**config.mk**
```make
export PLATFORM = sky130hd
export DESIGN_NAME = efp_cfg
export DESIGN_NICKNAME = d
export VERILOG_FILES = /design/src/rtl/core/efp_pkg.sv /design/src/rtl/core/efp_cfg.sv
export SDC_FILE = /design/constraint.sdc
export NUM_CORES = 1
export LEC_CHECK = 0
export ABC_AREA = 1
export BUFFER_PORTS_ARGS = -buffer_cell sky130_fd_sc_hd__buf_4
export CORE_ASPECT_RATIO = 0.9
export CORE_MARGIN = 4
export CORE_UTILIZATION = 40
export CTS_CLUSTER_DIAMETER = 30
export CTS_CLUSTER_SIZE = 10
export DETAILED_ROUTE_END_ITERATION = 12
export PLACE_DENSITY = 0.71
export SLEW_MARGIN = 20
export SYNTH_ARGS = -nofsm -noshare
export SYNTH_HDL_FRONTEND = slang
export SYNTH_SLANG_ARGS = --single-unit
```
**constraint.sdc**
```tcl
create_clock -name clk -period 0.8 [get_ports clk]
set_input_delay 0 -clock clk [delete_from_list [all_inputs] [get_ports clk]]
set_output_delay 0 -clock clk [all_outputs]
set_load 0.05 [all_outputs]
```
**src/rtl/core/efp_pkg.sv**
```systemverilog
package efp_pkg;

	// fixed point format and image geometry
	localparam int FRACTION_BITS    = 28;
	localparam int IMAGE_WIDTH_LOG2  = 10;
	localparam int IMAGE_HEIGHT_LOG2 = 10;
	localparam int IMAGE_WIDTH       = 1 << IMAGE_WIDTH_LOG2;
	localparam int IMAGE_HEIGHT      = 1 << IMAGE_HEIGHT_LOG2;
	localparam int ROW_PITCH         = 1024;

	// field widths
	localparam int WORD_W    = 32;
	localparam int PIX_W     = 10;
	localparam int SHADE_W   = 8;
	localparam int LIMIT_W   = 10;
	localparam int STEP_W    = 8;
	localparam int INDEX_W   = 20;
	localparam int BYTE_W    = 8;
	localparam int CFG_IDX_W = 3;

	// datapath widths
	localparam int DIFF_W = WORD_W + 1;
	localparam int MAP_W  = PIX_W + 1 + DIFF_W;
	localparam int PROD_W = 2 * WORD_W;
	localparam int SQ_W   = PROD_W - FRACTION_BITS;
	localparam int XY_W   = SQ_W + 1;
	localparam int SAT_W  = PROD_W + 4;

	localparam logic [PROD_W:0] ESC_BOUND = (PROD_W + 1)'(4) << FRACTION_BITS;

	localparam int RED_OFFSET   = 680 + 179;
	localparam int GREEN_OFFSET = 42 + 84;
	localparam int BLUE_OFFSET  = 936 + 45;

	localparam logic signed [WORD_W-1:0] RST_LEFT   = -32'sd536870912;
	localparam logic signed [WORD_W-1:0] RST_RIGHT  = 32'sd536870912;
	localparam logic signed [WORD_W-1:0] RST_TOP    = -32'sd536870912;
	localparam logic signed [WORD_W-1:0] RST_BOTTOM = 32'sd536870912;
	localparam logic [LIMIT_W-1:0]       RST_LIMIT  = 10'd100;
	localparam logic [STEP_W-1:0]        RST_STEP   = 8'd1;

	typedef enum logic {
		MODE_MANDEL,
		MODE_SHIP
	} fractal_mode_t;

	typedef enum logic [CFG_IDX_W-1:0] {
		REG_MODE,
		REG_LEFT,
		REG_RIGHT,
		REG_TOP,
		REG_BOTTOM,
		REG_LIMIT,
		REG_STEP
	} cfg_reg_t;

	typedef struct packed {
		fractal_mode_t               mode;
		logic signed [WORD_W-1:0]    left;
		logic signed [WORD_W-1:0]    right;
		logic signed [WORD_W-1:0]    top;
		logic signed [WORD_W-1:0]    bottom;
		logic [LIMIT_W-1:0]          limit;
		logic [STEP_W-1:0]           step;
	} cfg_t;

	typedef struct packed {
		logic [PIX_W-1:0]   pixel_col;
		logic [PIX_W-1:0]   pixel_row;
		logic [SHADE_W-1:0] shade;
	} in_beat_t;

	typedef struct packed {
		logic [INDEX_W-1:0] pixel_word_index;
		logic [LIMIT_W-1:0] escape_count;
		logic [BYTE_W-1:0]  red_byte;
		logic [BYTE_W-1:0]  green_byte;
		logic [BYTE_W-1:0]  blue_byte;
	} out_beat_t;

	typedef enum logic [2:0] {
		ST_IDLE,
		ST_MAP,
		ST_LOAD,
		ST_MUL,
		ST_STEP,
		ST_PAINT,
		ST_EMIT
	} fsm_state_t;

	typedef struct packed {
		logic take;
		logic map;
		logic load;
		logic mul;
		logic step;
		logic paint;
		logic emit;
		logic busy;
	} seq_ctl_t;

	typedef struct packed {
		logic escaped;
		logic at_limit;
		logic out_hold;
	} seq_stat_t;

	function automatic logic signed [WORD_W-1:0] sat_word(input logic signed [SAT_W-1:0] v);
		logic signed [SAT_W-1:0] hi;
		logic signed [SAT_W-1:0] lo;
		hi = SAT_W'(32'sh7FFF_FFFF);
		lo = SAT_W'(32'sh8000_0000);
		if (v > hi) begin
			return hi[WORD_W-1:0];
		end else if (v < lo) begin
			return lo[WORD_W-1:0];
		end
		return v[WORD_W-1:0];
	endfunction

endpackage

```
**src/rtl/core/efp_cfg.sv**
```systemverilog
module efp_cfg (
	input  logic                            clk,
	input  logic                            arst_n,
	input  logic                            cfg_wen,
	input  logic [efp_pkg::CFG_IDX_W-1:0]   cfg_index,
	input  logic [efp_pkg::WORD_W-1:0]      cfg_data,
	output efp_pkg::cfg_t                   cfg
);

	efp_pkg::cfg_t cfg_q;

	always_ff @(posedge clk or negedge arst_n) begin
		if (!arst_n) begin
			cfg_q.mode   <= efp_pkg::MODE_MANDEL;
			cfg_q.left   <= efp_pkg::RST_LEFT;
			cfg_q.right  <= efp_pkg::RST_RIGHT;
			cfg_q.top    <= efp_pkg::RST_TOP;
			cfg_q.bottom <= efp_pkg::RST_BOTTOM;
			cfg_q.limit  <= efp_pkg::RST_LIMIT;
			cfg_q.step   <= efp_pkg::RST_STEP;
		end else if (cfg_wen) begin
			unique case (efp_pkg::cfg_reg_t'(cfg_index))
				efp_pkg::REG_MODE:   cfg_q.mode   <= efp_pkg::fractal_mode_t'(cfg_data[0]);
				efp_pkg::REG_LEFT:   cfg_q.left   <= $signed(cfg_data);
				efp_pkg::REG_RIGHT:  cfg_q.right  <= $signed(cfg_data);
				efp_pkg::REG_TOP:    cfg_q.top    <= $signed(cfg_data);
				efp_pkg::REG_BOTTOM: cfg_q.bottom <= $signed(cfg_data);
				efp_pkg::REG_LIMIT:  cfg_q.limit  <= cfg_data[efp_pkg::LIMIT_W-1:0];
				efp_pkg::REG_STEP:   cfg_q.step   <= cfg_data[efp_pkg::STEP_W-1:0];
				default: ;
			endcase
		end
	end

	assign cfg = cfg_q;

endmodule

```
==> results_dict.tcl, run 1 <==
set metrics [dict create \
    status "finished, violations left" \
    failed_checks "negative setup slack" \
    synthSimpleGateAreaFrac 0.3260 \
    level_count_of_the_clock_h_tree 4 \
    critPathLaunchType "flip-flop" \
    post_synthesis_xor_xnor_area_fraction 0 \
    die_area_um2 16430 \
    cp_cell_sequence "buf_8" \
    design.portCount 185 \
    drv_cap 0 \
    grt_setup_unrepaired "true" \
    cp_num_cells 1 \
    synth_adder_area_share 0 \
    worst_hold_path_type "in2async" \
    worst_clock_skew_ns 0 \
    grt_pass1_wl_um 30420 \
    floorplan.core_area_um2 14110 \
    tritoncts "built" \
    rr_startpoint "cfg[138]" \
    synth_fp_nets 685 \
    top_cell_type_s_share_of_synthesized_area 0.5848 \
    finalHoldViolations 0 \
    rr_endpoint "cfg[138]" \
    pwr_density_cell_nw_per_um2 3062 \
    antenna_violations_before_repair 0 \
    post_synth_inst_count 647 \
    floorplan.rows 41 \
    cpLargestDelayFamily "flip-flops" \
    synth_common_cells "nand2_1, dfrtp_1, nand3_1" \
    synth_top_family_by_area "simple AND/OR/NAND/NOR gates" \
    met3RoutedLength_um 1469 \
    flip_flop_count_of_the_largest_register_after_layout 147 \
    timing.critical_path.buf_inv 1 \
    final_area_um2 9479 \
    cts_inserted_buffers 17 \
    final_critical_path_share_of_the_clock_period 1.411 \
    final.fill_count 1057 \
    crit_arrival_ns 1.13 \
    chipHeight_um 122.0 \
    synth_area_leader_cell "dfrtp_1" \
    synthToLayoutAreaGrowth_pct 64.09 \
    cp_slowest_cell "dfstp_2" \
    longest_clk_path_bufs 2 \
    drt_iter0_drc 416 \
    synth_compound_gate_area_share 0 \
    detail_route.vias_per_cell 4.966 \
    met1Wirelength_um 8214 \
    drive_gt1_frac 0.4588 \
    wire_per_inst_um 17.72 \
    finalNetCount 936 \
    highest_layer "met4" \
    timing.reg2reg.setup_slack_ns 0 \
    critPathMaxFanout 2 \
    critical_path.max_stage_delay_ns 0.56 \
    synth_most_common_cell "nand2_1" \
    cp-endpoint "cfg[143]" \
    slew_viol_final 0 \
    remaining_drc_errors 0 \
    synth_area_per_cell_um2 8.929 \
    setup_ws_ns -0.3285 \
    groute.usage.overall 0.2406 \
    worst_skew_pair.late_latency_ns 0.41 \
    clkSlewWorstSetupHoldPaths_ns 0.06 \
    grt_start_max_net_pins 47 \
    cp.required_ns 0.80 \
    power.ir.vdd_worst_mv 1.854 \
    synthTopCellsByArea "dfrtp_1, nand2_1, nand3_1" \
    asyncSetResetFlopFracSynth 1.000 \
    worst_margin_slew_ns 0.3568 \
    clockRootBuffer "clkbuf_16" \
    drtAntennaViolNets 0 \
    instance_area_at_placement_um2 7823 \
    drt_wl_total_um 19560 \
    count_of_flip_flops_with_a_built_in_enable_after_synthesis 0 \
    synth-warning-count 0 \
    path_class "reg2out" \
    worst-r2r-cell-count 3 \
    timing.fmax_mhz 886.1 \
    ffs_latches_synth 147 \
    die-width_um 134.7 \
    detailroute.via_count 5483 \
    global_route.overflow_total 0 \
    grt_pass1_vias 5561 \
    place_worst_setup_slack_ns -0.1403 \
    synth-seq-area-share 0.6394 \
    final-setup-viol-count 148 \
    synthFlopType "dfrtp_1" \
    cts.sinks 147 \
    initial_core_util 0.4095 \
    endpoint_class_of_the_critical_path "output port" \
    port_buffers 184 \
    post_synth_num_cell_types 13 \
    diodes 0 \
    p_leak_nw 4.772 \
    met2_length_um 9438 \
    dp_hpwl_um 12700 \
    firstDrtPassIters 5 \
    worst_setup_path_startpoint "cfg[143]" \
    synth.cell_area_um2 5777 \
    worst_hold_slack_ns 0.04905 \
    place_congestion 0.8199 \
    synth.mux.area_fraction 0 \
    max-slew-margin-rel 0.7621 \
    final.min_clock_period_ns 1.129 \
]
cell usage in the layout (no fill, tap or decap):
cell type,synthesis,final
nand2_1,354,354
dfrtp_2,0,135
buf_6,0,125
nand3_1,97,97
buf_4,4,69
dlygate4sd3_1,0,33
buf_8,0,25
clkbuf_16,0,17
buf_12,0,14
dfstp_2,12,12
clkbuf_1,2,6
inv_2,4,4
nor2_4,3,4
clkinv_2,0,4
clkbuf_8,0,4
nand2_2,2,2
inv_1,2,2
nor2_2,3,2
nor2_1,1,1
bufinv_16,0,1
stage by stage:
step	total power (W)	util	setup TNS, ns	instances
floorplan	0.01631	-	-0.7185	647
global placement	0.01974	0.5545	-8.754	1023
detailed placement	0.01986	0.5545	-11.51	1023
CTS	0.02889	0.6642	-30.44	1094
global route	0.03015	0.6719	-33.28	1104
finish	0.02903	0.6719	-29.04	1104
cells by family (layout without fill, tap and decap cells):
kind of cell           count (synthesis)  after routing
and+or+nand+nor                      460            460
DFF                                  147            147
buffers and inverters                 40            304
report_power, final:
part	switching, W	internal (W)
registers	0.00123	0.00917
logic	0.00718	0.00400
clock network	0.00286	0.00459
total	0.0113	0.0178
layout make-up:
cell class	count	area [um2]	area share
Clock buffer	27	503.0	0.05306
Clock inverter	5	50.05	0.005280
Inverter	6	22.52	0.002376
Multi-Input combinational cell	460	1888	0.1992
Sequential cell	147	3862	0.4075
Tap cell	193	241.5	0.02548
Timing Repair Buffer	266	2912	0.3072
worst min path at each step:
stage / slack (ns) / depth (start not counted) / endpoint / start
floorplan: -0.30 / 0 / cfg[100] / arst_n
global placement: -0.09 / 1 / cfg[69] / arst_n
detailed placement: -0.09 / 1 / cfg[69] / arst_n
CTS: 0.05 / 2 / cfg[69] / arst_n
global route: 0.07 / 2 / cfg[132] / arst_n
finish: 0.05 / 2 / cfg[102] / arst_n
layer usage:
layer	GRT usage	vias to the layer above
li1	-	2532
met1	0.3149	2692
met2	0.3869	227
met3	0.06606	32
met4	0.08588	0
met5	0	-
what timing repair did:
item,in CTS,in global routing
hold buffers,33,0
endpoints found under the hold margin,294,0
endpoints found under the setup margin,147,149
resized for setup,165,9
cloned,0,0
pin swaps,0,2
setup buffers,6,10
worst reg2reg max path, delay by kind of cell (launching register included):
family	cells	cell delay (ns)
flip-flops	1	0.42
buffers and inverters	1	0.14
AND/OR/NAND/NOR	2	0.14
(Power assumes the default switching activity.)
==> inputs of run 2 (changes only) <==
Settings changed: ABC_AREA 1 to not set, CELL_PAD_IN_SITES_DETAIL_PLACEMENT set to 1, CELL_PAD_IN_SITES_GLOBAL_PLACEMENT set to 2, CORE_UTILIZATION 40 to 35, PLACE_DENSITY 0.71 to 0.85.
==> run 2 against run 1 <==
  * The flow still finishes with violations (negative setup slack)
  * Register-to-register slack got worse by 0.19 ns
  * Wire length rose by 3.6%
  * Die area rose by 14%
  * Cell count fell by 24%
  * Worst setup slack got worse by 0.022 ns
  * Critical path type unchanged
  * Critical endpoint unchanged
  * Highest routed layer unchanged
==> results_dict.tcl, run 2 <==
set metrics [dict create \
    status "finished, violations left" \
    failed_checks "negative setup slack" \
    initial_core_util 0.3577 \
    post_synthesis_xor_xnor_area_fraction 0 \
    clkSlewWorstSetupHoldPaths_ns 0.07 \
    worst_hold_path_type "in2async" \
    synth.cell_area_um2 5789 \
    ffs_latches_synth 147 \
    synth_area_per_cell_um2 18.26 \
    groute.usage.overall 0.2032 \
    post_synth_num_cell_types 10 \
    power.ir.vdd_worst_mv 2.274 \
    port_buffers 184 \
    post_route_total_power_w 0.03458 \
    grt_start_max_net_pins 40 \
    level_count_of_the_clock_h_tree 4 \
    final.min_clock_period_ns 1.151 \
    layout.cells.most_common "buf_6" \
    floorplan.core_area_um2 16190 \
    final.fill_count 1389 \
    synth_compound_gate_area_share 0 \
    synth.mux.area_fraction 0.3248 \
    synthFlopType "dfrtp_1" \
    floorplan.rows 44 \
    detail_route.vias_per_cell 4.760 \
    slew_viol_final 0 \
    post_synth_inst_count 317 \
    synth_area_leader_cell "dfrtp_1" \
    synthTopCellsByArea "dfrtp_1, mux2_2, mux2_4" \
    cts.sinks 147 \
    grt_setup_unrepaired "true" \
    layout_common_cells "buf_6, dfrtp_2, mux2_4" \
    tritoncts "built" \
    drive_gt1_frac 0.9383 \
    path_class "reg2out" \
    max-slew-margin-rel 0.8160 \
    asyncSetResetFlopFracSynth 1.000 \
    design.portCount 185 \
    endpoint_class_of_the_critical_path "output port" \
    setup_ws_ns -0.3509 \
    detailroute.via_count 3994 \
    drv_cap 0 \
    count_of_flip_flops_with_a_built_in_enable_after_synthesis 0 \
    synthSimpleGateAreaFrac 0.01254 \
    worst_margin_slew_ns 0.2760 \
    finalHoldViolations 0 \
    dp_hpwl_um 11050 \
    chipHeight_um 130.0 \
    cts_inserted_buffers 17 \
    pwr_density_cell_nw_per_um2 3339 \
    finalNetCount 657 \
    synth-warning-count 0 \
    longest_clk_path_bufs 2 \
    drtAntennaViolNets 0 \
    worst_skew_pair.late_latency_ns 0.42 \
    timing.reg2reg.setup_slack_ns -0.19 \
    switching_share 0.3831 \
    place_congestion 0.7631 \
    cp.required_ns 0.80 \
    grt_pass1_vias 4565 \
    remaining_drc_errors 0 \
    timing.fmax_mhz 868.9 \
    crit_arrival_ns 1.15 \
    cp_cell_sequence "buf_8" \
    grt_pass1_wl_um 28230 \
    synthToLayoutAreaGrowth_pct 78.91 \
    synth-seq-area-share 0.6380 \
    switchingPower_w 0.01325 \
    die-width_um 143.6 \
    pwr-share-seq 0.323 \
    final-setup-viol-count 233 \
    power.share.clock 0.235 \
    critPathLaunchType "flip-flop" \
    top_cell_type_s_share_of_synthesized_area 0.5835 \
    p_leak_nw 4.763 \
    critPathMaxFanout 2 \
    cpLargestDelayFamily "flip-flops" \
    synth_adder_area_share 0 \
    timing.critical_path.buf_inv 1 \
    critical_path.max_stage_delay_ns 0.58 \
    synth_fp_nets 355 \
    wire_per_inst_um 24.15 \
    place_worst_setup_slack_ns -0.5174 \
    synth_most_common_cell "dfrtp_1" \
    cp_slowest_cell "dfstp_2" \
    drt_wl_total_um 20260 \
    synth_top_family_by_area "multiplexers" \
    final_critical_path_share_of_the_clock_period 1.439 \
    flip_flop_count_of_the_largest_register_after_layout 147 \
    synth_common_cells "dfrtp_1, mux2_2, mux2_4" \
    cellInternalPower_w 0.02134 \
    firstDrtPassIters 4 \
    drt_iter0_drc 162 \
    diodes 0 \
    clockRootBuffer "clkbuf_16" \
    worst_clock_skew_ns 0 \
    part_of_the_total_power_dissipated_in_combinational_logic 0.442 \
    antenna_violations_before_repair 0 \
    die_area_um2 18670 \
    global_route.overflow_total 0 \
]
-- run 2: changes by cell type in the layout (fill, tap and decap cells not counted), sizes merged --
cell,delta
nand2,-356
mux2,+147
nand3,-97
buf,+33
nor2,-7
clkbuf,-6
clkinvlp,+5
inv,-4
and4bb,+3
nand4b,+3
clkinv,-2
bufinv,+1
nor4b,+1
-- run 2: power groups by stage --
| stage | logic (W) | clock network [W] | registers, W |
|---|---|---|---|
| after floorplan | 0.00221 | 0 | 0.0163 |
| after global placement | 0.0118 | 0 | 0.0106 |
| after detailed placement | 0.0119 | 0 | 0.0106 |
| after CTS | 0.0144 | 0.00814 | 0.0110 |
| after global routing | 0.0158 | 0.00864 | 0.0114 |
| final | 0.0153 | 0.00812 | 0.0112 |
-- run 2: logic make-up after synthesis --
logic type             Yosys count
multiplexers                   147
flip-flops                     147
buffers and inverters           16
AND/OR/NAND/NOR                  7
-- run 2: worst paths after layout --
check	start	end	cells past startpoint
worst max-delay path	cfg[143]	cfg[143]	1
worst min-delay path	arst_n	cfg[82]	2
worst max register to register	cfg[39]	cfg[39]	2
worst min register to register	cfg[66]	cfg[66]	1
max in group asynchronous	arst_n	cfg[141]	3
min in group clk	cfg_index[0]	cfg[146]	4
-- run 2: repair_timing --
item | in CTS | in global routing
gates resized for setup | 228 | 51
setup buffers | 35 | 25
endpoints found under the hold margin | 294 | 0
pin swaps | 0 | 0
endpoints found under the setup margin | 169 | 269
hold buffers | 33 | 0
-- run 2: routing by layer --
metal / routed length (um) / part of all wire / vias to the layer above / track usage
met5: 0 / 0 / - / 0
met4: 381 / 0.019 / 0 / 0.06146
met3: 1367 / 0.067 / 28 / 0.06046
met2: 10330 / 0.51 / 150 / 0.3514
met1: 8185 / 0.40 / 2093 / 0.2467
li1: - / - / 1723 / -
-- run 2: cell type report --
cell class | count | area [um2] | area share
clock inverter | 11 | 128.9 | 0.01244
tap | 207 | 259.0 | 0.02501
clock buffer | 21 | 460.4 | 0.04446
sequential | 147 | 3862 | 0.3729
multi-input combinational | 154 | 2237 | 0.2160
timing repair buffer | 299 | 3410 | 0.3292
-- run 2: per-stage QoR --
step             util  instance area, um2  cells  setup TNS [ns]  hold WS [ns]
4_1_cts        0.6170                9986    815          -37.27     -0.008695
5_1_grt        0.6399               10360    839          -45.39      0.006566
6_report       0.6399               10360    839          -38.19       0.01486
3_3_place_gp   0.4909                7945    715          -47.90       -0.1357
3_5_place_dp   0.4909                7945    715          -51.70       -0.1281
2_1_floorplan       -                6155    317          -19.70       -0.2956
