<file path="src/rtl/core/efp_pkg.sv">
package efp_pkg;

	// fixed point format and image geometry
	localparam int FRACTION_BITS    = 28;
	localparam int IMAGE_WIDTH_LOG2  = 10;
	localparam int IMAGE_HEIGHT_LOG2 = 10;
	localparam int IMAGE_WIDTH       = 1 << IMAGE_WIDTH_LOG2;
	localparam int IMAGE_HEIGHT      = 1 << IMAGE_HEIGHT_LOG2;
	localparam int ROW_PITCH         = 1024;

	// field widths
	localparam int WORD_W    = 32;
	localparam int PIX_W     = 10;
	localparam int SHADE_W   = 8;
	localparam int LIMIT_W   = 10;
	localparam int STEP_W    = 8;
	localparam int INDEX_W   = 20;
	localparam int BYTE_W    = 8;
	localparam int CFG_IDX_W = 3;

	// datapath widths
	localparam int DIFF_W = WORD_W + 1;
	localparam int MAP_W  = PIX_W + 1 + DIFF_W;
	localparam int PROD_W = 2 * WORD_W;
	localparam int SQ_W   = PROD_W - FRACTION_BITS;
	localparam int XY_W   = SQ_W + 1;
	localparam int SAT_W  = PROD_W + 4;

	localparam logic [PROD_W:0] ESC_BOUND = (PROD_W + 1)'(4) << FRACTION_BITS;

	localparam int RED_OFFSET   = 680 + 179;
	localparam int GREEN_OFFSET = 42 + 84;
	localparam int BLUE_OFFSET  = 936 + 45;

	localparam logic signed [WORD_W-1:0] RST_LEFT   = -32'sd536870912;
	localparam logic signed [WORD_W-1:0] RST_RIGHT  = 32'sd536870912;
	localparam logic signed [WORD_W-1:0] RST_TOP    = -32'sd536870912;
	localparam logic signed [WORD_W-1:0] RST_BOTTOM = 32'sd536870912;
	localparam logic [LIMIT_W-1:0]       RST_LIMIT  = 10'd100;
	localparam logic [STEP_W-1:0]        RST_STEP   = 8'd1;

	typedef enum logic {
		MODE_MANDEL,
		MODE_SHIP
	} fractal_mode_t;

	typedef enum logic [CFG_IDX_W-1:0] {
		REG_MODE,
		REG_LEFT,
		REG_RIGHT,
		REG_TOP,
		REG_BOTTOM,
		REG_LIMIT,
		REG_STEP
	} cfg_reg_t;

	typedef struct packed {
		fractal_mode_t               mode;
		logic signed [WORD_W-1:0]    left;
		logic signed [WORD_W-1:0]    right;
		logic signed [WORD_W-1:0]    top;
		logic signed [WORD_W-1:0]    bottom;
		logic [LIMIT_W-1:0]          limit;
		logic [STEP_W-1:0]           step;
	} cfg_t;

	typedef struct packed {
		logic [PIX_W-1:0]   pixel_col;
		logic [PIX_W-1:0]   pixel_row;
		logic [SHADE_W-1:0] shade;
	} in_beat_t;

	typedef struct packed {
		logic [INDEX_W-1:0] pixel_word_index;
		logic [LIMIT_W-1:0] escape_count;
		logic [BYTE_W-1:0]  red_byte;
		logic [BYTE_W-1:0]  green_byte;
		logic [BYTE_W-1:0]  blue_byte;
	} out_beat_t;

	typedef enum logic [2:0] {
		ST_IDLE,
		ST_MAP,
		ST_LOAD,
		ST_MUL,
		ST_STEP,
		ST_PAINT,
		ST_EMIT
	} fsm_state_t;

	typedef struct packed {
		logic take;
		logic map;
		logic load;
		logic mul;
		logic step;
		logic paint;
		logic emit;
		logic busy;
	} seq_ctl_t;

	typedef struct packed {
		logic escaped;
		logic at_limit;
		logic out_hold;
	} seq_stat_t;

	function automatic logic signed [WORD_W-1:0] sat_word(input logic signed [SAT_W-1:0] v);
		logic signed [SAT_W-1:0] hi;
		logic signed [SAT_W-1:0] lo;
		hi = SAT_W'(32'sh7FFF_FFFF);
		lo = SAT_W'(32'sh8000_0000);
		if (v > hi) begin
			return hi[WORD_W-1:0];
		end else if (v < lo) begin
			return lo[WORD_W-1:0];
		end
		return v[WORD_W-1:0];
	endfunction

endpackage

</file>
<file path="src/rtl/core/efp_seq.sv">
module efp_seq (
	input  logic                 clk,
	input  logic                 arst_n,
	input  logic                 in_valid,
	input  efp_pkg::seq_stat_t   stat,
	output efp_pkg::seq_ctl_t    ctl
);

	efp_pkg::fsm_state_t state_q;
	efp_pkg::fsm_state_t state_nxt;

	always_ff @(posedge clk or negedge arst_n) begin
		if (!arst_n) begin
			state_q <= efp_pkg::ST_IDLE;
		end else begin
			state_q <= state_nxt;
		end
	end

	always_comb begin
		state_nxt = state_q;
		unique case (state_q)
			efp_pkg::ST_IDLE: begin
				if (in_valid) state_nxt = efp_pkg::ST_MAP;
			end
			efp_pkg::ST_MAP:  state_nxt = efp_pkg::ST_LOAD;
			efp_pkg::ST_LOAD: state_nxt = efp_pkg::ST_MUL;
			efp_pkg::ST_MUL:  state_nxt = efp_pkg::ST_STEP;
			efp_pkg::ST_STEP: begin
				if (stat.escaped || stat.at_limit) begin
					state_nxt = efp_pkg::ST_PAINT;
				end else begin
					state_nxt = efp_pkg::ST_MUL;
				end
			end
			efp_pkg::ST_PAINT: state_nxt = efp_pkg::ST_EMIT;
			efp_pkg::ST_EMIT: begin
				if (!stat.out_hold) state_nxt = efp_pkg::ST_IDLE;
			end
			default: state_nxt = efp_pkg::ST_IDLE;
		endcase
	end

	always_comb begin
		ctl = '0;
		unique case (state_q)
			efp_pkg::ST_IDLE:  ctl.take = in_valid;
			efp_pkg::ST_MAP:   ctl.map = 1'b1;
			efp_pkg::ST_LOAD:  ctl.load = 1'b1;
			efp_pkg::ST_MUL:   ctl.mul = 1'b1;
			efp_pkg::ST_STEP:  ctl.step = 1'b1;
			efp_pkg::ST_PAINT: ctl.paint = 1'b1;
			efp_pkg::ST_EMIT:  ctl.emit = !stat.out_hold;
			default: ;
		endcase
		ctl.busy = (state_q != efp_pkg::ST_IDLE);
	end

endmodule

</file>
<file path="config.mk">
export PLATFORM = sky130hd
export DESIGN_NAME = efp_seq
export DESIGN_NICKNAME = d
export VERILOG_FILES = /design/src/rtl/core/efp_pkg.sv /design/src/rtl/core/efp_seq.sv
export SDC_FILE = /design/constraint.sdc
export NUM_CORES = 1
export LEC_CHECK = 0
export ABC_AREA = 1
export BUFFER_PORTS_ARGS = -buffer_cell sky130_fd_sc_hd__buf_2
export CORE_AREA = 2 2 39 41
export DETAILED_ROUTE_END_ITERATION = 10
export DIE_AREA = 0 0 41 43
export PLACE_DENSITY = 0.45
export SETUP_SLACK_MARGIN = 0.1
export SLEW_MARGIN = 20
export SYNTH_ARGS = -nofsm -noshare
export SYNTH_HDL_FRONTEND = slang
export SYNTH_SLANG_ARGS = --single-unit
</file>
<file path="constraint.sdc">
create_clock -name clk -period 0.86 [get_ports clk]
set_input_delay 0.129 -clock clk [delete_from_list [all_inputs] [get_ports clk]]
set_output_delay 0.129 -clock clk [all_outputs]
set_load 0.02 [all_outputs]
</file>
==> run_summary.xml, run 1 <==
<?xml version="1.0" encoding="UTF-8"?>
<metrics>
  <group name="outcome">
    <metric name="outcome" unit="">finished with violations</metric>
    <metric name="failed_checks" unit="">negative setup slack</metric>
  </group>
  <group name="pwr">
    <metric name="vdd_ir_drop_max" unit="V">0.001586</metric>
    <metric name="cellLeakagePower" unit="nW">0.2818</metric>
    <metric name="cellPowerDensity" unit="mW/mm²">4000</metric>
    <metric name="p_total" unit="mW">2.172</metric>
  </group>
  <group name="timing">
    <metric name="timing_worst_slew_pin_value" unit="ns">0.2088</metric>
    <metric name="final.setup.worst_slack" unit="ns">-0.4177</metric>
    <metric name="setup-tns-final" unit="ns">-3.540</metric>
    <metric name="final_period_minus_worst_setup_slack" unit="ns">1.278</metric>
    <metric name="timing.slew.headroom" unit="">0.8608</metric>
    <metric name="slew_viol_final" unit="">0</metric>
    <metric name="setup_viol" unit="">11</metric>
    <metric name="fmax" unit="MHz">782.7</metric>
    <metric name="hold_viol" unit="">0</metric>
    <metric name="rsz0062_at_grt" unit="">true</metric>
    <metric name="finClkSkew" unit="ns">0.002268</metric>
    <metric name="period_share" unit="">1.486</metric>
  </group>
  <group name="cts">
    <metric name="clock_latency" unit="ns">0.24</metric>
    <metric name="clock_sinks" unit="">3</metric>
    <metric name="clockBufferDepth" unit="">2</metric>
    <metric name="numCtsBuffers" unit="">3</metric>
    <metric name="htree_levels" unit="">1</metric>
    <metric name="tritoncts_clock_tree" unit="">done</metric>
    <metric name="ctsRootBufferMaster" unit="">sky130_fd_sc_hd__clkbuf_4</metric>
    <metric name="clkSlewWorstSetupHoldPaths" unit="ns">0.04</metric>
  </group>
  <group name="routing">
    <metric name="vias" unit="">296</metric>
    <metric name="number_of_search_and_repair_iterations_in_the_first_detailed_routing_pass" unit="">1</metric>
    <metric name="drt-initial-drc-count" unit="">0</metric>
    <metric name="postRouteAntennaNets" unit="">0</metric>
    <metric name="vias_per_cell" unit="">3.947</metric>
    <metric name="post_drt_wl_per_cell" unit="µm">9.360</metric>
    <metric name="total_routed_length" unit="µm">702</metric>
    <metric name="drc" unit="">0</metric>
  </group>
  <group name="finish">
    <metric name="nNetsFinal" unit="">66</metric>
    <metric name="mostFrequentLayoutCells" unit="">sky130_fd_sc_hd__buf_6, sky130_fd_sc_hd__buf_2</metric>
    <metric name="final_common_cell" unit="">sky130_fd_sc_hd__buf_6</metric>
    <metric name="fin_area" unit="µm²">543.0</metric>
    <metric name="syn_to_final_growth" unit="%">134.6</metric>
    <metric name="largest_reg_flops" unit="">3</metric>
    <metric name="antenna_cells" unit="">0</metric>
    <metric name="layout_top_registers" unit="">state_q x3</metric>
    <metric name="registers.top_by_ff_count" unit="">state_q</metric>
    <metric name="drive_gt1_frac" unit="">0.7966</metric>
  </group>
  <group name="logic_synthesis">
    <metric name="yosys_register_bits" unit="">3</metric>
    <metric name="syn_nets" unit="">41</metric>
    <metric name="syn_area_per_cell" unit="µm²">6.613</metric>
    <metric name="synth_area" unit="µm²">231.5</metric>
    <metric name="synthDistinctLibCells" unit="">14</metric>
    <metric name="synthesized_instance_count" unit="">35</metric>
    <metric name="yosys_warnings" unit="">0</metric>
    <metric name="synth_sequential_area_ratio" unit="">0.3243</metric>
  </group>
  <group name="worst_setup_path">
    <metric name="critical_path_at" unit="ns">1.15</metric>
    <metric name="cp_slowest_stage_delay" unit="ns">0.48</metric>
    <metric name="critical_path_required" unit="ns">0.73</metric>
    <metric name="critical_path.endpoint_type" unit="">output port</metric>
    <metric name="crit_chain" unit="">nor4_4 &gt; buf_4</metric>
    <metric name="critical_path_startpoint_category" unit="">flop</metric>
    <metric name="worst-path-max-fanout" unit="">7</metric>
    <metric name="timing.setup.critical_path_class" unit="">reg -&gt; out</metric>
    <metric name="critical-path-top-delay-family" unit="">flip-flops</metric>
    <metric name="critical_path.n_buffers_inverters" unit="">1</metric>
    <metric name="standard_cell_with_the_maximum_stage_delay_on_the_critical_path" unit="">sky130_fd_sc_hd__dfrtp_2</metric>
  </group>
  <group name="grt">
    <metric name="grt_antenna_before_repair" unit="">0</metric>
    <metric name="grt_pass1_wl" unit="mm">1.186</metric>
    <metric name="grt.overflow.total" unit="">0</metric>
    <metric name="grt_util_all_layers" unit="">0.1097</metric>
    <metric name="vias_in_the_first_global_route" unit="">296</metric>
    <metric name="largest_net_degree_at_the_start_of_global_routing" unit="">8</metric>
  </group>
  <group name="placement">
    <metric name="placement.cell_area" unit="µm²">355.3</metric>
    <metric name="port-buffer-count" unit="">13</metric>
    <metric name="detailedPlacementHpwl" unit="µm">443.3</metric>
    <metric name="finalWeightedCongestion" unit="">0.7560</metric>
  </group>
  <group name="die">
    <metric name="floorplan.initialDensity" unit="">0.1673</metric>
    <metric name="placementRows" unit="">14</metric>
    <metric name="die_h" unit="µm">43</metric>
    <metric name="die_width" unit="µm">41</metric>
    <metric name="design.core.area" unit="mm²">0.001384</metric>
    <metric name="total_die_area" unit="mm²">0.001763</metric>
    <metric name="number_of_top_level_design_ports" unit="">14</metric>
  </group>
  <group name="worst_hold_path">
    <metric name="hp-class" unit="">in -&gt; reg</metric>
  </group>
  <group name="flow_run">
    <metric name="maxCapViolations" unit="">0</metric>
  </group>
</metrics>
## layout make-up
class,count,area [µm²]
fill,150,840.8
multi-input combinational,20,196.4
inverter,11,43.79
tap,16,20.02
timing repair buffer,21,178.9
sequential,3,77.57
clock buffer,4,26.28
## Yosys cell counts
cell                      n  area share
sky130_fd_sc_hd__a21oi_1  1       0.022
sky130_fd_sc_hd__buf_6    1       0.049
sky130_fd_sc_hd__dfrtp_1  3        0.32
sky130_fd_sc_hd__inv_1    9        0.15
sky130_fd_sc_hd__inv_2    2       0.032
sky130_fd_sc_hd__nand2_1  3       0.049
sky130_fd_sc_hd__nand2_2  1       0.027
sky130_fd_sc_hd__nand3_1  7        0.15
sky130_fd_sc_hd__nand4_1  1       0.027
sky130_fd_sc_hd__nor2_1   3       0.049
sky130_fd_sc_hd__nor2_2   1       0.027
sky130_fd_sc_hd__nor3_1   1       0.022
sky130_fd_sc_hd__nor4_2   1       0.054
sky130_fd_sc_hd__o21ai_1  1       0.022
## stage by stage
| step | cells | utilization | setup slack [ns] | hold WS [ns] |
|---|---|---|---|---|
| after global routing | 75 | 0.3924 | -0.4614 | 0.1267 |
| after floorplan | 35 | - | -0.1513 | -0.1666 |
| after CTS | 74 | 0.3653 | -0.4204 | 0.1002 |
| final | 75 | 0.3924 | -0.4177 | 0.1270 |
| after global placement | 65 | 0.2568 | -0.2404 | -0.07292 |
| after detailed placement | 65 | 0.2568 | -0.2454 | -0.07216 |
## per-layer routing
metal  GRT usage  up-vias  part of all wire
met5           0        -                 0
met4      0.1200        0            0.0085
met3     0.04712        2             0.066
met2      0.1469        9              0.56
met1      0.1133      130              0.36
li1            -      155                 -
## worst paths after layout
| check | startpoint | to | slack (ns) | cells after the start |
|---|---|---|---|---|
| setup / recovery | state_q[0] | ctl[1] | -0.42 | 2 |
| hold / removal | in_valid | state_q[0] | 0.13 | 3 |
| setup reg to reg | state_q[0] | state_q[0] | -0.23 | 5 |
| hold reg to reg | state_q[0] | state_q[0] | 0.68 | 3 |
| max in group asynchronous | arst_n | state_q[1] | 0.52 | 2 |
| min in group asynchronous | arst_n | state_q[0] | 0.22 | 2 |
## timing repair
action,4_1_cts,5_1_grt
endpoints found under the setup margin,11,11
resized for setup,24,9
buffers inserted,4,3
endpoints found under the hold margin,3,0
pin swaps,5,4
hold buffers,1,0
## where the power goes
group | switching [mW] | total (mW) | internal, mW
registers | 0.152 | 0.374 | 0.223
clock network | 0.0796 | 0.254 | 0.174
logic | 0.811 | 1.54 | 0.733
total | 1.04 | 2.17 | 1.13
## worst register-to-register path, stage by stage, from the launching register on
cell	delay (ns)
sky130_fd_sc_hd__dfrtp_2	0.48
sky130_fd_sc_hd__nor2_4	0.15
sky130_fd_sc_hd__nand2_4	0.08
sky130_fd_sc_hd__buf_6	0.12
sky130_fd_sc_hd__o21ai_2	0.10
sky130_fd_sc_hd__inv_1	0.05
## kinds of logic after synthesis
logic type / Yosys count / share of synthesized area
simple gates: 18 / 0.4054
buf+inv: 12 / 0.2270
flops: 3 / 0.3243
compound gates: 2 / 0.04320
Note: power is estimated with default switching activity, not from simulation.
==> run 2: changes to the inputs <==
Settings changed: RECOVER_POWER set to 100.
==> run 2 against run 1 <==
  * Sequential power about the same
  * The flow still finishes with violations (negative setup slack)
  * Worst hold slack did not move
  * Largest power group unchanged
  * Clock power hardly changed
  * Die area stayed put
  * Critical path type unchanged
  * Largest cell class unchanged
  * Sequential cell count stayed put
  * Combinational power barely moved
  * Core utilization shrank 0.090 points
  * Clock skew unchanged
  * Final area is 0.23% lower
==> run_summary.xml, run 2 (synthesized netlist as in run 1, its figures left out) <==
<?xml version="1.0" encoding="UTF-8"?>
<metrics>
  <group name="worst_setup_path">
    <metric name="critical_path_required" unit="ns">0.73</metric>
    <metric name="worst-path-max-fanout" unit="">7</metric>
    <metric name="r2r.worst_path.cells" unit="">5</metric>
    <metric name="cp_slowest_stage_delay" unit="ns">0.48</metric>
    <metric name="crit_end" unit="">ctl[1]</metric>
    <metric name="critical_path.endpoint_type" unit="">output port</metric>
    <metric name="crit_chain" unit="">nor4_4 &gt; buf_4</metric>
    <metric name="timing.setup.critical_path_class" unit="">reg -&gt; out</metric>
    <metric name="cp_num_cells" unit="">2</metric>
    <metric name="r2r_end" unit="">state_q[0]</metric>
    <metric name="standard_cell_with_the_maximum_stage_delay_on_the_critical_path" unit="">sky130_fd_sc_hd__dfrtp_2</metric>
    <metric name="critical_path_at" unit="ns">1.15</metric>
    <metric name="critical_path_startpoint_category" unit="">flop</metric>
    <metric name="critical_path.n_buffers_inverters" unit="">1</metric>
    <metric name="r2r_slack" unit="ns">-0.23</metric>
    <metric name="critical-path-top-delay-family" unit="">flip-flops</metric>
    <metric name="r2r_start" unit="">state_q[0]</metric>
    <metric name="worstSetupStartpoint" unit="">state_q[0]</metric>
  </group>
  <group name="timing">
    <metric name="timing.slew.headroom" unit="">0.8608</metric>
    <metric name="finClkSkew" unit="ns">0.002268</metric>
    <metric name="timing_worst_slew_pin_value" unit="ns">0.2088</metric>
    <metric name="setup_viol" unit="">11</metric>
    <metric name="final.setup.worst_slack" unit="ns">-0.4177</metric>
    <metric name="rsz0062_at_grt" unit="">true</metric>
    <metric name="fmax" unit="MHz">782.7</metric>
    <metric name="period_share" unit="">1.486</metric>
    <metric name="final_period_minus_worst_setup_slack" unit="ns">1.278</metric>
    <metric name="slew_viol_final" unit="">0</metric>
    <metric name="hold_viol" unit="">0</metric>
  </group>
  <group name="cts">
    <metric name="numCtsBuffers" unit="">3</metric>
    <metric name="htree_levels" unit="">1</metric>
    <metric name="tritoncts_clock_tree" unit="">done</metric>
    <metric name="clkSlewWorstSetupHoldPaths" unit="ns">0.04</metric>
    <metric name="clockBufferDepth" unit="">2</metric>
    <metric name="clock_latency" unit="ns">0.24</metric>
    <metric name="ctsRootBufferMaster" unit="">sky130_fd_sc_hd__clkbuf_4</metric>
    <metric name="clock_sinks" unit="">3</metric>
  </group>
  <group name="routing">
    <metric name="vias_per_cell" unit="">3.947</metric>
    <metric name="vias" unit="">296</metric>
    <metric name="post_drt_wl_per_cell" unit="µm">9.333</metric>
    <metric name="number_of_search_and_repair_iterations_in_the_first_detailed_routing_pass" unit="">1</metric>
    <metric name="drt-initial-drc-count" unit="">0</metric>
    <metric name="drc" unit="">0</metric>
    <metric name="total_routed_length" unit="µm">700</metric>
    <metric name="postRouteAntennaNets" unit="">0</metric>
  </group>
  <group name="grt">
    <metric name="grtUsageMet1" unit="">0.1133</metric>
    <metric name="grt_antenna_before_repair" unit="">0</metric>
    <metric name="grt_pass1_wl" unit="mm">1.186</metric>
    <metric name="globalRoute.busiestLayer" unit="">met2</metric>
    <metric name="grt_util_met3" unit="">0.04712</metric>
    <metric name="grt.overflow.total" unit="">0</metric>
    <metric name="largest_net_degree_at_the_start_of_global_routing" unit="">8</metric>
    <metric name="vias_in_the_first_global_route" unit="">296</metric>
    <metric name="grt_util_all_layers" unit="">0.1097</metric>
    <metric name="grt_use_met2" unit="">0.1469</metric>
  </group>
  <group name="die">
    <metric name="floorplan.initialDensity" unit="">0.1673</metric>
    <metric name="number_of_top_level_design_ports" unit="">14</metric>
    <metric name="design.core.area" unit="mm²">0.001384</metric>
    <metric name="die_width" unit="µm">41</metric>
    <metric name="die_h" unit="µm">43</metric>
    <metric name="placementRows" unit="">14</metric>
    <metric name="total_die_area" unit="mm²">0.001763</metric>
  </group>
  <group name="finish">
    <metric name="antenna_cells" unit="">0</metric>
    <metric name="largest_reg_flops" unit="">3</metric>
    <metric name="layout_top_registers" unit="">state_q x3</metric>
    <metric name="fillers" unit="">151</metric>
    <metric name="finish.utilization" unit="">0.3915</metric>
    <metric name="final_common_cell" unit="">sky130_fd_sc_hd__buf_6</metric>
    <metric name="registers.top_by_ff_count" unit="">state_q</metric>
    <metric name="drive_gt1_frac" unit="">0.7797</metric>
    <metric name="nNetsFinal" unit="">66</metric>
    <metric name="syn_to_final_growth" unit="%">134.1</metric>
  </group>
  <group name="outcome">
    <metric name="failed_checks" unit="">negative setup slack</metric>
    <metric name="outcome" unit="">finished with violations</metric>
  </group>
  <group name="placement">
    <metric name="detailedPlacementHpwl" unit="µm">443.3</metric>
    <metric name="port-buffer-count" unit="">13</metric>
    <metric name="finalWeightedCongestion" unit="">0.7560</metric>
    <metric name="place_worst_setup_slack" unit="ns">-0.2454</metric>
  </group>
  <group name="worst_hold_path">
    <metric name="hp-class" unit="">in -&gt; reg</metric>
  </group>
  <group name="flow_run">
    <metric name="maxCapViolations" unit="">0</metric>
  </group>
  <group name="pwr">
    <metric name="cellLeakagePower" unit="nW">0.2791</metric>
    <metric name="cellPowerDensity" unit="mW/mm²">4008</metric>
    <metric name="vdd_ir_drop_max" unit="V">0.001586</metric>
  </group>
</metrics>
## run 2: cell count changes in the layout (fill, tap and decap cells not counted), sizes merged
cell | previous run | this run
buf | 20 | 19
clkbuf | 4 | 5
## run 2: how the worst min path moves through the flow
stage | startpoint | to | slack [ns] | depth (start not counted)
floorplan | arst_n | state_q[0] | -0.17 | 0
global placement | arst_n | state_q[0] | -0.07 | 1
detailed placement | arst_n | state_q[2] | -0.07 | 1
CTS | in_valid | state_q[0] | 0.10 | 3
global route | in_valid | state_q[0] | 0.13 | 3
finish | in_valid | state_q[0] | 0.13 | 3
## run 2: worst reg2reg max path, stage by stage, from the launching register on
cell and delay, ns:
sky130_fd_sc_hd__dfrtp_2 0.48, sky130_fd_sc_hd__nor2_4 0.15, sky130_fd_sc_hd__nand2_4 0.08, sky130_fd_sc_hd__buf_6 0.12, sky130_fd_sc_hd__o21ai_2 0.10, sky130_fd_sc_hd__inv_1 0.05
## run 2: layout make-up
cell class | instances | area (µm²) | area share
Tap cell | 16 | 20.02 | 0.03695
Inverter | 11 | 43.79 | 0.08083
Timing Repair Buffer | 21 | 177.7 | 0.3279
Sequential cell | 3 | 77.57 | 0.1432
Clock buffer | 4 | 26.28 | 0.04850
Multi-Input combinational cell | 20 | 196.4 | 0.3626
## run 2: routing by layer
layer | up-vias | wire length (µm)
met5 | - | 0
met1 | 130 | 253
met3 | 2 | 46
met2 | 9 | 393
met4 | 0 | 6
li1 | 155 | -
## run 2: timing repair
action	4_1_cts	5_1_grt
endpoints found under the hold margin	3	0
pin swaps	5	4
setup buffers	4	3
cloned	0	0
resized for setup	24	9
setup endpoints to repair	11	11
hold buffers	1	0
## run 2: power by group
part / total [mW] / switching (mW) / internal [mW]
registers: 0.374 / 0.152 / 0.223
clock network: 0.254 / 0.0796 / 0.174
logic: 1.54 / 0.811 / 0.732
total: 2.17 / 1.04 / 1.13
## run 2: through the flow
stage	TNS [ns]	hold slack, ns	area, µm²	power (mW)	cells
after CTS	-3.589	0.1002	505.5	2.033	74
after global placement	-2.040	-0.07292	355.3	1.294	65
after floorplan	-0.8003	-0.1666	266.5	1.049	35
after detailed placement	-2.063	-0.07216	355.3	1.287	65
after global routing	-4.089	0.1267	541.8	2.346	75
final	-3.540	0.1270	541.8	2.172	75
==> run 3: changes to the inputs <==
Settings changed: CELL_PAD_IN_SITES_DETAIL_PLACEMENT set to 1, CELL_PAD_IN_SITES_GLOBAL_PLACEMENT set to 2, CORE_AREA 2 2 39 41 to not set, CORE_MARGIN set to 1, CORE_UTILIZATION set to 16, DIE_AREA 0 0 41 43 to not set, PLACE_DENSITY 0.45 to 0.71.
==> run 3 against run 2 <==
  * The run still ends with negative setup slack left
  * Total power decreased by 15%
  * Critical path depth unchanged
  * Wire length increased by 1.0%
  * Fmax shrank 1.9%
  * Non-clock buffer count is 3 lower
  * Die area down 9.1%
  * Clock power is 3% lower
  * Sequential power is 5.9% higher
  * Combinational power is 22% lower
  * Global-route usage grew 0.79 points
  * Final area is 16% lower
  * Sequential cell count is the same
  * Critical path type unchanged
  * Largest cell class unchanged
  * Largest power group unchanged
==> run_summary.xml, run 3 (synthesized netlist as in run 1, its figures left out) <==
<?xml version="1.0" encoding="UTF-8"?>
<metrics>
  <group name="outcome">
    <metric name="outcome" unit="">finished with violations</metric>
    <metric name="failed_checks" unit="">negative setup slack</metric>
  </group>
  <group name="finish">
    <metric name="fillers" unit="">166</metric>
    <metric name="multi_input_comb_area" unit="µm²">146.4</metric>
    <metric name="fin_area" unit="µm²">455.4</metric>
    <metric name="antenna_cells" unit="">0</metric>
    <metric name="registers.top_by_ff_count" unit="">state_q</metric>
    <metric name="final_common_cell" unit="">sky130_fd_sc_hd__buf_4</metric>
    <metric name="final-seq-area" unit="µm²">77.57</metric>
    <metric name="mostFrequentLayoutCells" unit="">sky130_fd_sc_hd__buf_4, sky130_fd_sc_hd__nand3_1, sky130_fd_sc_hd__inv_1</metric>
    <metric name="nNetsFinal" unit="">63</metric>
    <metric name="layout_top_registers" unit="">state_q x3</metric>
    <metric name="syn_to_final_growth" unit="%">96.76</metric>
    <metric name="drive_gt1_frac" unit="">0.6071</metric>
    <metric name="largest_reg_flops" unit="">3</metric>
  </group>
  <group name="worst_setup_path">
    <metric name="worst-path-max-fanout" unit="">8</metric>
    <metric name="timing.setup.critical_path_class" unit="">reg -&gt; out</metric>
    <metric name="critical_path_required" unit="ns">0.73</metric>
    <metric name="critical_path_startpoint_category" unit="">flop</metric>
    <metric name="critical_path.endpoint_type" unit="">output port</metric>
    <metric name="critical_path_at" unit="ns">1.17</metric>
  </group>
  <group name="placement">
    <metric name="place_worst_setup_slack" unit="ns">-0.2475</metric>
    <metric name="detailedPlacementHpwl" unit="µm">472</metric>
    <metric name="placement.cell_area" unit="µm²">354.1</metric>
    <metric name="finalWeightedCongestion" unit="">0.6869</metric>
    <metric name="port-buffer-count" unit="">13</metric>
  </group>
  <group name="routing">
    <metric name="vias_per_cell" unit="">4.113</metric>
    <metric name="drt-initial-drc-count" unit="">1</metric>
    <metric name="vias" unit="">292</metric>
    <metric name="total_routed_length" unit="µm">707</metric>
    <metric name="post_drt_wl_per_cell" unit="µm">9.958</metric>
    <metric name="number_of_search_and_repair_iterations_in_the_first_detailed_routing_pass" unit="">2</metric>
    <metric name="drc" unit="">0</metric>
    <metric name="postRouteAntennaNets" unit="">0</metric>
  </group>
  <group name="die">
    <metric name="number_of_top_level_design_ports" unit="">14</metric>
    <metric name="design.core.area" unit="mm²">0.001318</metric>
    <metric name="die_h" unit="µm">40.04</metric>
    <metric name="die_width" unit="µm">40.04</metric>
    <metric name="total_die_area" unit="mm²">0.001603</metric>
    <metric name="placementRows" unit="">13</metric>
    <metric name="floorplan.initialDensity" unit="">0.1757</metric>
  </group>
  <group name="cts">
    <metric name="clkSlewWorstSetupHoldPaths" unit="ns">0.04</metric>
    <metric name="tritoncts_clock_tree" unit="">done</metric>
    <metric name="ctsRootBufferMaster" unit="">sky130_fd_sc_hd__clkbuf_4</metric>
    <metric name="clockBufferDepth" unit="">2</metric>
    <metric name="numCtsBuffers" unit="">3</metric>
    <metric name="clock_sinks" unit="">3</metric>
    <metric name="clock_latency" unit="ns">0.23</metric>
    <metric name="htree_levels" unit="">1</metric>
  </group>
  <group name="pwr">
    <metric name="power_share_of_the_combinational_group" unit="">0.651</metric>
    <metric name="cellPowerDensity" unit="mW/mm²">4039</metric>
    <metric name="netSwitchingPower" unit="µW">886.2</metric>
    <metric name="p_total" unit="mW">1.840</metric>
    <metric name="vdd_ir_drop_max" unit="V">0.001576</metric>
    <metric name="clkPwrFrac" unit="">0.134</metric>
    <metric name="power.sequential.fraction" unit="">0.215</metric>
    <metric name="cellLeakagePower" unit="nW">0.2442</metric>
    <metric name="intPower" unit="µW">953.6</metric>
    <metric name="switching_share" unit="">0.4817</metric>
  </group>
  <group name="timing">
    <metric name="timing_worst_slew_pin_value" unit="ns">0.2123</metric>
    <metric name="timing.slew.headroom" unit="">0.8585</metric>
    <metric name="period_share" unit="">1.514</metric>
    <metric name="rsz0062_at_grt" unit="">true</metric>
    <metric name="final.setup.worst_slack" unit="ns">-0.4422</metric>
    <metric name="final_period_minus_worst_setup_slack" unit="ns">1.302</metric>
    <metric name="hold_viol" unit="">0</metric>
    <metric name="finClkSkew" unit="ns">0.0001629</metric>
    <metric name="slew_viol_final" unit="">0</metric>
    <metric name="setup-tns-final" unit="ns">-3.459</metric>
    <metric name="setup_viol" unit="">11</metric>
    <metric name="fmax" unit="MHz">767.9</metric>
    <metric name="hold_ws" unit="ns">0.1235</metric>
  </group>
  <group name="grt">
    <metric name="grt_util_all_layers" unit="">0.1175</metric>
    <metric name="largest_net_degree_at_the_start_of_global_routing" unit="">9</metric>
    <metric name="grt_antenna_before_repair" unit="">0</metric>
    <metric name="grt.overflow.total" unit="">0</metric>
    <metric name="vias_in_the_first_global_route" unit="">252</metric>
    <metric name="grt_pass1_wl" unit="mm">1.083</metric>
  </group>
  <group name="worst_hold_path">
    <metric name="hp-class" unit="">in -&gt; reg</metric>
  </group>
  <group name="flow_run">
    <metric name="maxCapViolations" unit="">0</metric>
  </group>
</metrics>
==> run 3: final cells by class <==
cell class                      instances  area share
Clock buffer                            4     0.05769
Inverter                               11     0.09615
Multi-Input combinational cell         20      0.3214
Sequential cell                         3      0.1703
Tap cell                               15     0.04121
Timing Repair Buffer                   18      0.3132
==> run 3: worst max-delay path, cell delays in order, from the launching register on <==
cell,delay (ns)
sky130_fd_sc_hd__dfrtp_2,0.48
sky130_fd_sc_hd__nor4_4,0.28
sky130_fd_sc_hd__buf_4,0.19
==> run 3: timing repair <==
item                                    in CTS  in global routing
gates cloned                                 0                  0
endpoints found under the hold margin        3                  0
pin swaps                                    3                  4
setup buffers                                1                  2
hold buffers                                 1                  0
endpoints found under the setup margin      11                 11
gates resized for setup                     15                  3
==> run 3: final timing paths <==
kind | startpoint | end | slack [ns] | cells after the start
setup / recovery | state_q[0] | ctl[1] | -0.44 | 2
hold / removal | in_valid | state_q[0] | 0.12 | 3
setup reg to reg | state_q[1] | state_q[0] | -0.25 | 5
hold reg to reg | state_q[0] | state_q[0] | 0.69 | 3
max in group asynchronous | arst_n | state_q[1] | 0.46 | 2
min in group asynchronous | arst_n | state_q[2] | 0.24 | 2
==> run 3: stage by stage <==
| step | instances | util |
|---|---|---|
| floorplan | 35 | - |
| global placement | 64 | 0.2688 |
| detailed placement | 64 | 0.2688 |
| CTS | 70 | 0.3352 |
| global route | 71 | 0.3457 |
| finish | 71 | 0.3457 |
==> run 3: power by group through the flow <==
stage | clock network (mW) | registers (mW) | logic [mW]
final | 0.246 | 0.396 | 1.20
after global routing | 0.267 | 0.404 | 1.31
after CTS | 0.261 | 0.397 | 1.13
after detailed placement | 0 | 0.383 | 0.924
after global placement | 0 | 0.380 | 0.928
after floorplan | 0 | 0.312 | 0.737
==> run 3: routing by layer <==
metal | global-route usage | part of all wire | vias to the layer above | wire length, µm
li1 | - | - | 150 | -
met3 | 0.03333 | 0.042 | 2 | 30
met5 | 0 | 0 | - | 0
met4 | 0.1293 | 0.024 | 0 | 17
met2 | 0.1653 | 0.53 | 10 | 378
met1 | 0.1333 | 0.40 | 130 | 281
